$ cat src/rtl/hbm_pkg.sv
`timescale 1ns / 1ps
package hbm_pkg;

  localparam int SLOTS = 64;
  localparam int IDX_W = $clog2(SLOTS);
  localparam int CNT_W = $clog2(SLOTS + 1);
  localparam int KEY_W = 32;
  localparam int VAL_W = 32;

  // operation codes
  localparam logic [1:0] KIND_LOOKUP = 2'd0;
  localparam logic [1:0] KIND_INSERT = 2'd1;
  localparam logic [1:0] KIND_REMOVE = 2'd2;

  // result status codes
  localparam logic [1:0] ST_OK        = 2'd0;
  localparam logic [1:0] ST_NOT_FOUND = 2'd1;
  localparam logic [1:0] ST_DUPLICATE = 2'd2;
  localparam logic [1:0] ST_FULL      = 2'd3;

  typedef struct packed {
    logic start;   // latch a new operation and restart the scan
    logic adv;     // advance the scan pipeline by one slot
    logic finish;  // load the final result and commit any update
  } hbm_cmd_t;

  typedef struct packed {
    logic need_out;  // compare stage holds a match that pushes out an earlier one
    logic scan_end;  // compare stage holds the last slot of the scan
    logic out_free;  // output register can take a result this cycle
  } hbm_stat_t;

endpackage

$ cat src/rtl/hash_bucket_multimap_store.sv
`timescale 1ns / 1ps
// Channel  Direction  Handshake              Payload
// in_      input      in_valid / in_ready    in_kind, in_key, in_value
// out_     output     out_valid / out_ready  out_status, out_found_value, out_last,
//                                            out_live_count, out_is_full, out_is_empty
//
// One operation at a time: it is accepted, its slots are scanned through the read
// pipeline, and it is finished; the single read port of the slot memories sets the
// one-slot-per-cycle scan, except while a lookup stall, described below, holds it.
// Synchronous active-low reset clears the marks, the live count and all control state;
// slot contents stay undefined until written and need no clearing pass.
// A lookup stalls its scan while a new match meets a pending one and the output register is busy.
module hash_bucket_multimap_store
  import hbm_pkg::*;
(
  input  logic              clk,
  input  logic              rst_n,
  input  logic              in_valid,
  output logic              in_ready,
  input  logic [1:0]        in_kind,
  input  logic [KEY_W-1:0]  in_key,
  input  logic [VAL_W-1:0]  in_value,
  output logic              out_valid,
  input  logic              out_ready,
  output logic [1:0]        out_status,
  output logic [VAL_W-1:0]  out_found_value,
  output logic              out_last,
  output logic [CNT_W-1:0]  out_live_count,
  output logic              out_is_full,
  output logic              out_is_empty
);

  hbm_cmd_t  cmd;
  hbm_stat_t stat;

  // sequence the accept, scan and finish phases
  hbm_ctrl u_ctrl (
    .clk      (clk),
    .rst_n    (rst_n),
    .in_valid (in_valid),
    .in_ready (in_ready),
    .stat     (stat),
    .cmd      (cmd)
  );

  // hold the slots, run the scan and drive the result register
  hbm_dp u_dp (
    .clk             (clk),
    .rst_n           (rst_n),
    .cmd             (cmd),
    .stat            (stat),
    .in_kind         (in_kind),
    .in_key          (in_key),
    .in_value        (in_value),
    .out_valid       (out_valid),
    .out_ready       (out_ready),
    .out_status      (out_status),
    .out_found_value (out_found_value),
    .out_last        (out_last),
    .out_live_count  (out_live_count),
    .out_is_full     (out_is_full),
    .out_is_empty    (out_is_empty)
  );

endmodule

$ cat src/rtl/hbm_ctrl.sv
`timescale 1ns / 1ps
module hbm_ctrl
  import hbm_pkg::*;
(
  input  logic      clk,
  input  logic      rst_n,
  input  logic      in_valid,
  output logic      in_ready,
  input  hbm_stat_t stat,
  output hbm_cmd_t  cmd
);

  localparam logic [1:0] S_IDLE = 2'd0;
  localparam logic [1:0] S_SCAN = 2'd1;
  localparam logic [1:0] S_FIN  = 2'd2;

  logic [1:0] state_r;
  logic [1:0] state_nxt;

  assign in_ready = (state_r == S_IDLE);

  always_comb begin
    state_nxt  = state_r;
    cmd.start  = 1'b0;
    cmd.adv    = 1'b0;
    cmd.finish = 1'b0;
    case (state_r)
      S_IDLE: begin
        if (in_valid) begin
          cmd.start = 1'b1;
          state_nxt = S_SCAN;
        end
      end
      S_SCAN: begin
        // stall while an earlier match cannot leave
        cmd.adv = !(stat.need_out && !stat.out_free);
        if (cmd.adv && stat.scan_end) begin
          state_nxt = S_FIN;
        end
      end
      S_FIN: begin
        if (stat.out_free) begin
          cmd.finish = 1'b1;
          state_nxt  = S_IDLE;
        end
      end
      default: begin
        state_nxt = S_IDLE;
      end
    endcase
  end

  always_ff @(posedge clk) begin
    if (!rst_n) begin
      state_r <= S_IDLE;
    end else begin
      state_r <= state_nxt;
    end
  end

endmodule

$ cat src/rtl/hbm_dp.sv
`timescale 1ns / 1ps
module hbm_dp
  import hbm_pkg::*;
(
  input  logic              clk,
  input  logic              rst_n,
  input  hbm_cmd_t          cmd,
  output hbm_stat_t         stat,
  input  logic [1:0]        in_kind,
  input  logic [KEY_W-1:0]  in_key,
  input  logic [VAL_W-1:0]  in_value,
  output logic              out_valid,
  input  logic              out_ready,
  output logic [1:0]        out_status,
  output logic [VAL_W-1:0]  out_found_value,
  output logic              out_last,
  output logic [CNT_W-1:0]  out_live_count,
  output logic              out_is_full,
  output logic              out_is_empty
);

  // slot storage
  logic [KEY_W-1:0] key_mem [SLOTS];
  logic [VAL_W-1:0] val_mem [SLOTS];
  logic [SLOTS-1:0] used_r;
  logic [SLOTS-1:0] live_r;
  logic [CNT_W-1:0] total_r;

  // latched operation
  logic [1:0]       op_kind_r;
  logic [KEY_W-1:0] op_key_r;
  logic [VAL_W-1:0] op_val_r;

  // issue stage
  logic             iss_act_r;
  logic [IDX_W-1:0] iss_idx_r;
  logic             iss_final;

  // compare stage
  logic             cmp_vld_r;
  logic             cmp_live_r;
  logic             cmp_last_r;
  logic [IDX_W-1:0] cmp_idx_r;
  logic [KEY_W-1:0] key_rd_r;
  logic [VAL_W-1:0] val_rd_r;

  // scan findings
  logic             pend_vld_r;
  logic [VAL_W-1:0] pend_val_r;
  logic             hit_r;
  logic [IDX_W-1:0] hit_idx_r;
  logic             free_vld_r;
  logic [IDX_W-1:0] free_idx_r;

  // output register
  logic             out_vld_r;
  logic [1:0]       out_status_r;
  logic [VAL_W-1:0] out_fv_r;
  logic             out_last_r;
  logic [CNT_W-1:0] out_cnt_r;

  logic             rd_en;
  logic             cmp_step;
  logic             key_hit;
  logic             pair_hit;
  logic             look_hit;
  logic             emit_pend;
  logic             full_now;
  logic             do_ins;
  logic             do_rem;
  logic [1:0]       fin_status;
  logic [VAL_W-1:0] fin_value;
  logic [CNT_W-1:0] fin_total;

  assign iss_final = !used_r[iss_idx_r] || (iss_idx_r == IDX_W'(SLOTS - 1));
  assign rd_en     = cmd.adv && iss_act_r;
  assign cmp_step  = cmd.adv && cmp_vld_r;
  assign key_hit   = cmp_live_r && (key_rd_r == op_key_r);
  assign pair_hit  = key_hit && (val_rd_r == op_val_r);
  assign look_hit  = cmp_vld_r && (op_kind_r == KIND_LOOKUP) && key_hit;
  assign emit_pend = cmd.adv && look_hit && pend_vld_r;

  assign stat.need_out = look_hit && pend_vld_r;
  assign stat.scan_end = cmp_vld_r && cmp_last_r;
  assign stat.out_free = !out_vld_r || out_ready;

  // final result and update decision
  assign full_now = (total_r == CNT_W'(SLOTS));

  always_comb begin
    fin_status = ST_NOT_FOUND;
    fin_value  = '0;
    do_ins     = 1'b0;
    do_rem     = 1'b0;
    case (op_kind_r)
      KIND_LOOKUP: begin
        if (pend_vld_r) begin
          fin_status = ST_OK;
          fin_value  = pend_val_r;
        end
      end
      KIND_INSERT: begin
        if (full_now) begin
          fin_status = ST_FULL;
        end else if (hit_r) begin
          fin_status = ST_DUPLICATE;
        end else if (free_vld_r) begin
          fin_status = ST_OK;
          do_ins     = 1'b1;
        end else begin
          fin_status = ST_FULL;
        end
      end
      KIND_REMOVE: begin
        if (hit_r) begin
          fin_status = ST_OK;
          do_rem     = 1'b1;
        end
      end
      default: begin
        fin_status = ST_NOT_FOUND;
      end
    endcase
  end

  assign fin_total = total_r + CNT_W'(do_ins) - CNT_W'(do_rem);

  // slot memories: one write port, one registered read port
  always_ff @(posedge clk) begin
    if (cmd.finish && do_ins) begin
      key_mem[free_idx_r] <= op_key_r;
      val_mem[free_idx_r] <= op_val_r;
    end
    if (rd_en) begin
      key_rd_r <= key_mem[iss_idx_r];
      val_rd_r <= val_mem[iss_idx_r];
    end
  end

  // control state
  always_ff @(posedge clk) begin
    if (!rst_n) begin
      used_r     <= '0;
      live_r     <= '0;
      total_r    <= '0;
      iss_act_r  <= 1'b0;
      iss_idx_r  <= '0;
      cmp_vld_r  <= 1'b0;
      cmp_live_r <= 1'b0;
      cmp_last_r <= 1'b0;
      pend_vld_r <= 1'b0;
      hit_r      <= 1'b0;
      free_vld_r <= 1'b0;
      out_vld_r  <= 1'b0;
    end else begin
      if (cmd.start) begin
        iss_act_r  <= 1'b1;
        iss_idx_r  <= '0;
        cmp_vld_r  <= 1'b0;
        pend_vld_r <= 1'b0;
        hit_r      <= 1'b0;
        free_vld_r <= 1'b0;
      end else if (cmd.adv) begin
        cmp_vld_r <= iss_act_r;
        if (iss_act_r) begin
          cmp_live_r <= live_r[iss_idx_r];
          cmp_last_r <= iss_final;
          iss_act_r  <= !iss_final;
          iss_idx_r  <= iss_idx_r + IDX_W'(1);
        end
        if (cmp_step) begin
          if (look_hit) begin
            pend_vld_r <= 1'b1;
          end
          if (pair_hit) begin
            hit_r <= 1'b1;
          end
          if (!cmp_live_r) begin
            free_vld_r <= 1'b1;
          end
        end
      end
      if (cmd.finish) begin
        total_r <= fin_total;
        if (do_ins) begin
          used_r[free_idx_r] <= 1'b1;
          live_r[free_idx_r] <= 1'b1;
        end
        if (do_rem) begin
          live_r[hit_idx_r] <= 1'b0;
        end
      end
      if (cmd.finish || emit_pend) begin
        out_vld_r <= 1'b1;
      end else if (out_ready) begin
        out_vld_r <= 1'b0;
      end
    end
  end

  // payload
  always_ff @(posedge clk) begin
    if (cmd.start) begin
      op_kind_r <= in_kind;
      op_key_r  <= in_key;
      op_val_r  <= in_value;
    end
    if (cmd.adv && iss_act_r) begin
      cmp_idx_r <= iss_idx_r;
    end
    if (cmp_step) begin
      if (look_hit) begin
        pend_val_r <= val_rd_r;
      end
      if (pair_hit && !hit_r) begin
        hit_idx_r <= cmp_idx_r;
      end
      if (!cmp_live_r && !free_vld_r) begin
        free_idx_r <= cmp_idx_r;
      end
    end
    if (cmd.finish) begin
      out_status_r <= fin_status;
      out_fv_r     <= fin_value;
      out_last_r   <= 1'b1;
      out_cnt_r    <= fin_total;
    end else if (emit_pend) begin
      out_status_r <= ST_OK;
      out_fv_r     <= pend_val_r;
      out_last_r   <= 1'b0;
      out_cnt_r    <= total_r;
    end
  end

  assign out_valid       = out_vld_r;
  assign out_status      = out_status_r;
  assign out_found_value = out_fv_r;
  assign out_last        = out_last_r;
  assign out_live_count  = out_cnt_r;
  assign out_is_full     = (out_cnt_r == CNT_W'(SLOTS));
  assign out_is_empty    = (out_cnt_r == '0);

endmodule

$ cat config.mk
export PLATFORM = sky130hd
export DESIGN_NAME = hash_bucket_multimap_store
export DESIGN_NICKNAME = d
export VERILOG_FILES = /design/src/rtl/hbm_pkg.sv /design/src/rtl/hash_bucket_multimap_store.sv /design/src/rtl/hbm_ctrl.sv /design/src/rtl/hbm_dp.sv
export SDC_FILE = /design/constraint.sdc
export NUM_CORES = 2
export LEC_CHECK = 0
export ABC_CLOCK_PERIOD_IN_PS = 6250
export BUFFER_PORTS_ARGS = -buffer_cell sky130_fd_sc_hd__buf_4
export CAP_MARGIN = 5
export CORE_ASPECT_RATIO = 1.1
export CORE_MARGIN = 5
export CORE_UTILIZATION = 63
export CTS_CLUSTER_SIZE = 14
export DETAILED_ROUTE_END_ITERATION = 10
export GPL_TIMING_DRIVEN = 0
export PLACE_DENSITY = 0.91
export SETUP_SLACK_MARGIN = 0.15
export SYNTH_ARGS = -nofsm -noshare
export SYNTH_HDL_FRONTEND = slang
export SYNTH_SLANG_ARGS = --single-unit
$ cat constraint.sdc
create_clock -name clk -period 6.25 [get_ports clk]
set_input_delay 0.3125 -clock clk [delete_from_list [all_inputs] [get_ports clk]]
set_output_delay 0.3125 -clock clk [all_outputs]
set_load 0.02 [all_outputs]
==> flow_metrics.env, run 1 <==
export IMPL_synth_async_sr_flop_share_pct=0
export IMPL_synthFlopType="edfxtp_1"
export IMPL_synth_area_leaders="edfxtp_1, mux4_2, dfxtp_1"
export IMPL_clkSinkCount=4469
export IMPL_dpl_hpwl_um=394000
export IMPL_initial_core_util_pct=63.3
export IMPL_synthCells=6752
export IMPL_status="did not finish"
export IMPL_die_w_um=504
export IMPL_overflow=138
export IMPL_haltStage="global routing (5_1_grt)"
export IMPL_grt_max_degree=66
export IMPL_syn_area_per_cell_um2=25.0
export IMPL_worst_path_end_type="register input"
export IMPL_yosysMostFrequentCell="edfxtp_1"
export IMPL_antenna_found_initial=172
export IMPL_grt_usage_pct=61.5
export IMPL_numCtsBuffers=407
export IMPL_synth_area_um2=169000
export IMPL_cts_root_buffer="clkbuf_16"
export IMPL_worst_endpoint="u_dp.key_mem[62][3]$_DFFE_PP_/DE"
export IMPL_gp_congestion=0.873
export IMPL_ios=116
export IMPL_clockBufferDepth=4
export IMPL_h_tree_depth=5
export IMPL_synth_warnings=0
export IMPL_ys_ff_latch=4469
export IMPL_synth_top_area_cell="edfxtp_1"
export IMPL_yosys_top_cells_count="edfxtp_1, mux4_2, clkbuf_1, dfxtp_1, nor2_1"
export IMPL_synth_top_area_share_pct=76.7
export IMPL_ys_seq_area_share_pct=78.5
export IMPL_ys_types=49
export IMPL_syn_nets=6833
export IMPL_synth_edff_count=4317
export IMPL_num_rows=199
export IMPL_die_h_um=553
export IMPL_port_buffers=115
export IMPL_error="[ERROR GRT-0232] Routing congestion too high. Check the congestion heatmap in the GUI."
## metal layers
layer	GRT usage, %	overflow
met5	23.4	1
met4	61.0	54
met3	46.0	9
met2	78.9	67
met1	59.9	7
## cells by family after synthesis
| logic type | after synthesis | synth area share [%] |
|---|---|---|
| flops | 4469 | 78.5 |
| mux | 1393 | 18.5 |
| buf+inv | 362 | 0.894 |
| simple gates | 271 | 0.811 |
| compound gates | 178 | 0.899 |
| xor+xnor | 68 | 0.352 |
| fa+ha+maj | 11 | 0.0859 |
## what timing repair did
item                                   in CTS
resized for setup                           0
buffers inserted                            0
hold buffers                               70
endpoints found under the hold margin      77
setup endpoints to repair                   0
## through the flow
step / TNS (ps) / hold slack [ps] / setup slack [ps] / instance area, um^2 / instances
floorplan: 0 / 406 / 998 / 169000 / 6752
global placement: -9790590 / 411 / -4050 / 174000 / 10400
CTS: 0 / 57.5 / 1030 / 194000 / 11400
detailed placement: 0 / 451 / 1280 / 181000 / 10700
==> run 2: changes to the inputs <==
--- a/config.mk
+++ b/config.mk
@@ -8,14 +8,11 @@
 export ABC_CLOCK_PERIOD_IN_PS = 6250
 export BUFFER_PORTS_ARGS = -buffer_cell sky130_fd_sc_hd__buf_4
 export CAP_MARGIN = 5
-export CORE_ASPECT_RATIO = 1.1
 export CORE_MARGIN = 5
-export CORE_UTILIZATION = 63
-export CTS_CLUSTER_SIZE = 14
+export CORE_UTILIZATION = 40
 export DETAILED_ROUTE_END_ITERATION = 10
 export GPL_TIMING_DRIVEN = 0
-export PLACE_DENSITY = 0.91
-export SETUP_SLACK_MARGIN = 0.15
+export PLACE_DENSITY_LB_ADDON = 0.15
 export SYNTH_ARGS = -nofsm -noshare
 export SYNTH_HDL_FRONTEND = slang
 export SYNTH_SLANG_ARGS = --single-unit
==> flow_metrics.env, run 2 <==
export IMPL_status="complete, no violations"
export IMPL_fin_skew_ps=48.0
export IMPL_die_area_um2=436000
export IMPL_finalHoldViolCount=0
export IMPL_fin_total_pwr_w=0.0611
export IMPL_dp_slack_ps=1040
export IMPL_powerDensity_nw_per_um2=304
export IMPL_antenna_left=0
export IMPL_initial_core_util_pct=40.2
export IMPL_antenna_found_initial=29
export IMPL_finish_net_count=7887
export IMPL_crit_type="register to register"
export IMPL_ios=116
export IMPL_avgViaCountPerCell=5.71
export IMPL_layout_cells_most_common_list="edfxtp_1, mux4_2, clkbuf_16, clkbuf_1, buf_12"
export IMPL_dpl_hpwl_um=333000
export IMPL_synth_area_leaders="edfxtp_1, mux4_2, dfxtp_1"
export IMPL_drt_iter0_drc=9075
export IMPL_yosys_top_cells_count="edfxtp_1, mux4_2, clkbuf_1, dfxtp_1, nor2_1"
export IMPL_synth_top_area_cell="edfxtp_1"
export IMPL_grt_pass1_vias=82200
export IMPL_whs_path_depth=2
export IMPL_startpoint_type="register"
export IMPL_post_cts_buffers=0
export IMPL_final_area_um2=201000
export IMPL_clkTransAtPathRegs_ps=60
export IMPL_ys_types=49
export IMPL_wire_per_inst_um=34.3
export IMPL_drtPass1Iterations=6
export IMPL_finish_utilization_pct=47.8
export IMPL_max_slew_margin_rel_pct=10.9
export IMPL_p_leak_nw=60.5
export IMPL_area_growth_pct=18.9
export IMPL_worst_path_max_fanout=36
export IMPL_gp_congestion=0.782
export IMPL_min_period_ps=5200
export IMPL_ys_seq_area_share_pct=78.5
export IMPL_final_common_cell="edfxtp_1"
export IMPL_die_w_um=660
export IMPL_hold_class="input pin to register"
export IMPL_critPathArrivalTime_ps=5830
export IMPL_synth_top_area_share_pct=76.7
export IMPL_tightestPinTransition_ps=1340
export IMPL_post_dp_cell_area_um2=185000
export IMPL_synth_edff_count=4317
export IMPL_crit_required_ps=6880
export IMPL_num_rows=238
export IMPL_synth_area_um2=169000
export IMPL_layout_drive_gt1_share_pct=33.5
export IMPL_slew_violations=0
export IMPL_clockBufferDepth=4
export IMPL_clock_fmax_ghz=0.192
export IMPL_period_share_pct=83.2
export IMPL_synthCells=6752
export IMPL_grt_max_degree=42
export IMPL_cp_end_kind="register"
export IMPL_reg_top3="u_dp.key_mem: 2048 flops, u_dp.val_mem: 2048 flops"
export IMPL_setup_ws_ps=1050
export IMPL_numCtsBuffers=466
export IMPL_reg2reg_depth=9
export IMPL_syn_area_per_cell_um2=25.0
export IMPL_nFillCells=34100
export IMPL_clkLatencyLatePin_ps=1000
export IMPL_finalSetupViolCount=0
export IMPL_vias=79200
export IMPL_totalWireLength_um=475000
export IMPL_overflow=0
export IMPL_synth_warnings=0
export IMPL_port_buffers=115
export IMPL_cts_root_buffer="clkbuf_16"
export IMPL_grt_pass1_wl_um=659000
export IMPL_yosysMostFrequentCell="edfxtp_1"
export IMPL_ys_ff_latch=4469
export IMPL_grt_usage_pct=21.6
export IMPL_cts_tree="done"
export IMPL_rsz0062_at_grt="no"
export IMPL_syn_nets=6833
export IMPL_synth_async_sr_flop_share_pct=0
export IMPL_synthFlopType="edfxtp_1"
export IMPL_clkSinkCount=4469
export IMPL_drv_cap=0
export IMPL_die_h_um=660
export IMPL_ir_drop_mv=0.243
export IMPL_h_tree_depth=5
export IMPL_fin_tns_setup_ps=0
export IMPL_drc=0
export IMPL_core_area_um2=420000
## run 2: layer usage
| layer | track usage [%] | routed length (um) | vias up |
|---|---|---|---|
| li1 | - | - | 31700 |
| met1 | 29.5 | 192000 | 43600 |
| met2 | 36.2 | 237000 | 3162 |
| met3 | 3.66 | 32200 | 728 |
| met4 | 6.01 | 14600 | 6 |
| met5 | 0 | 40 | - |
## run 2: final timing paths
| path | start | end | slack (ps) |
|---|---|---|---|
| min | in_value[0] | u_dp.op_val_r[0] | 100 |
| max reg2reg | u_dp.op_key_r[28] | u_dp.out_found_value[21] | 1050 |
| min reg2reg | u_dp.iss_idx_r[4] | u_dp.cmp_idx_r[4] | 430 |
| max | u_dp.op_key_r[28] | u_dp.out_found_value[21] | 1050 |
## run 2: power by group
part	switching [W]	leakage, nW	internal (W)
clock network	0.0115	7.16	0.0152
registers	0.000150	40.1	0.0329
logic	0.000698	13.3	0.000517
## run 2: critical path, stage by stage (launching register included)
cell and delay (ps):
edfxtp_1 760, buf_16 340, xnor2_1 910, nand4_1 350, nor4_2 650, buf_8 230
nand3_1 210, nor4_1 600, or2_4 330, buf_16 200
## run 2: timing repair
| item | in CTS | in global routing |
|---|---|---|
| hold buffers | 130 | 0 |
| hold endpoints to repair | 88 | 0 |
| gates resized for setup | 0 | 0 |
## run 2: logic make-up (layout without fill, tap and decap cells)
group | Yosys count | in the layout | share of synthesized area, %
other | 0 | 22 | 0
AND/OR/NAND/NOR | 271 | 271 | 0.811
flip-flops | 4469 | 4469 | 78.5
multiplexers | 1393 | 1393 | 18.5
adder cells (fa/ha/maj) | 11 | 11 | 0.0859
XOR/XNOR | 68 | 68 | 0.352
AO/OA/AOI/OAI | 178 | 178 | 0.899
buffers and inverters | 362 | 1813 | 0.894
## run 2: per-stage QoR
step                      hold slack, ps  instances
after floorplan                      406       6752
final                                103      13900
after CTS                           19.5      13800
after global routing                48.3      13800
after global placement               415      12500
after detailed placement             417      12800
## run 2: area by class of cell
type	count	area (um^2)	share of cell area, %
antenna	22	55.1	0.0274
multi-input combinational	1921	35400	17.6
sequential	4469	133000	66.0
tap	5640	7060	3.51
timing repair buffer	586	9590	4.77
buffer	346	1480	0.738
clock inverter	277	2420	1.20
clock buffer	588	12300	6.11
inverter	16	66.3	0.0330
(Power assumes the default switching activity.)
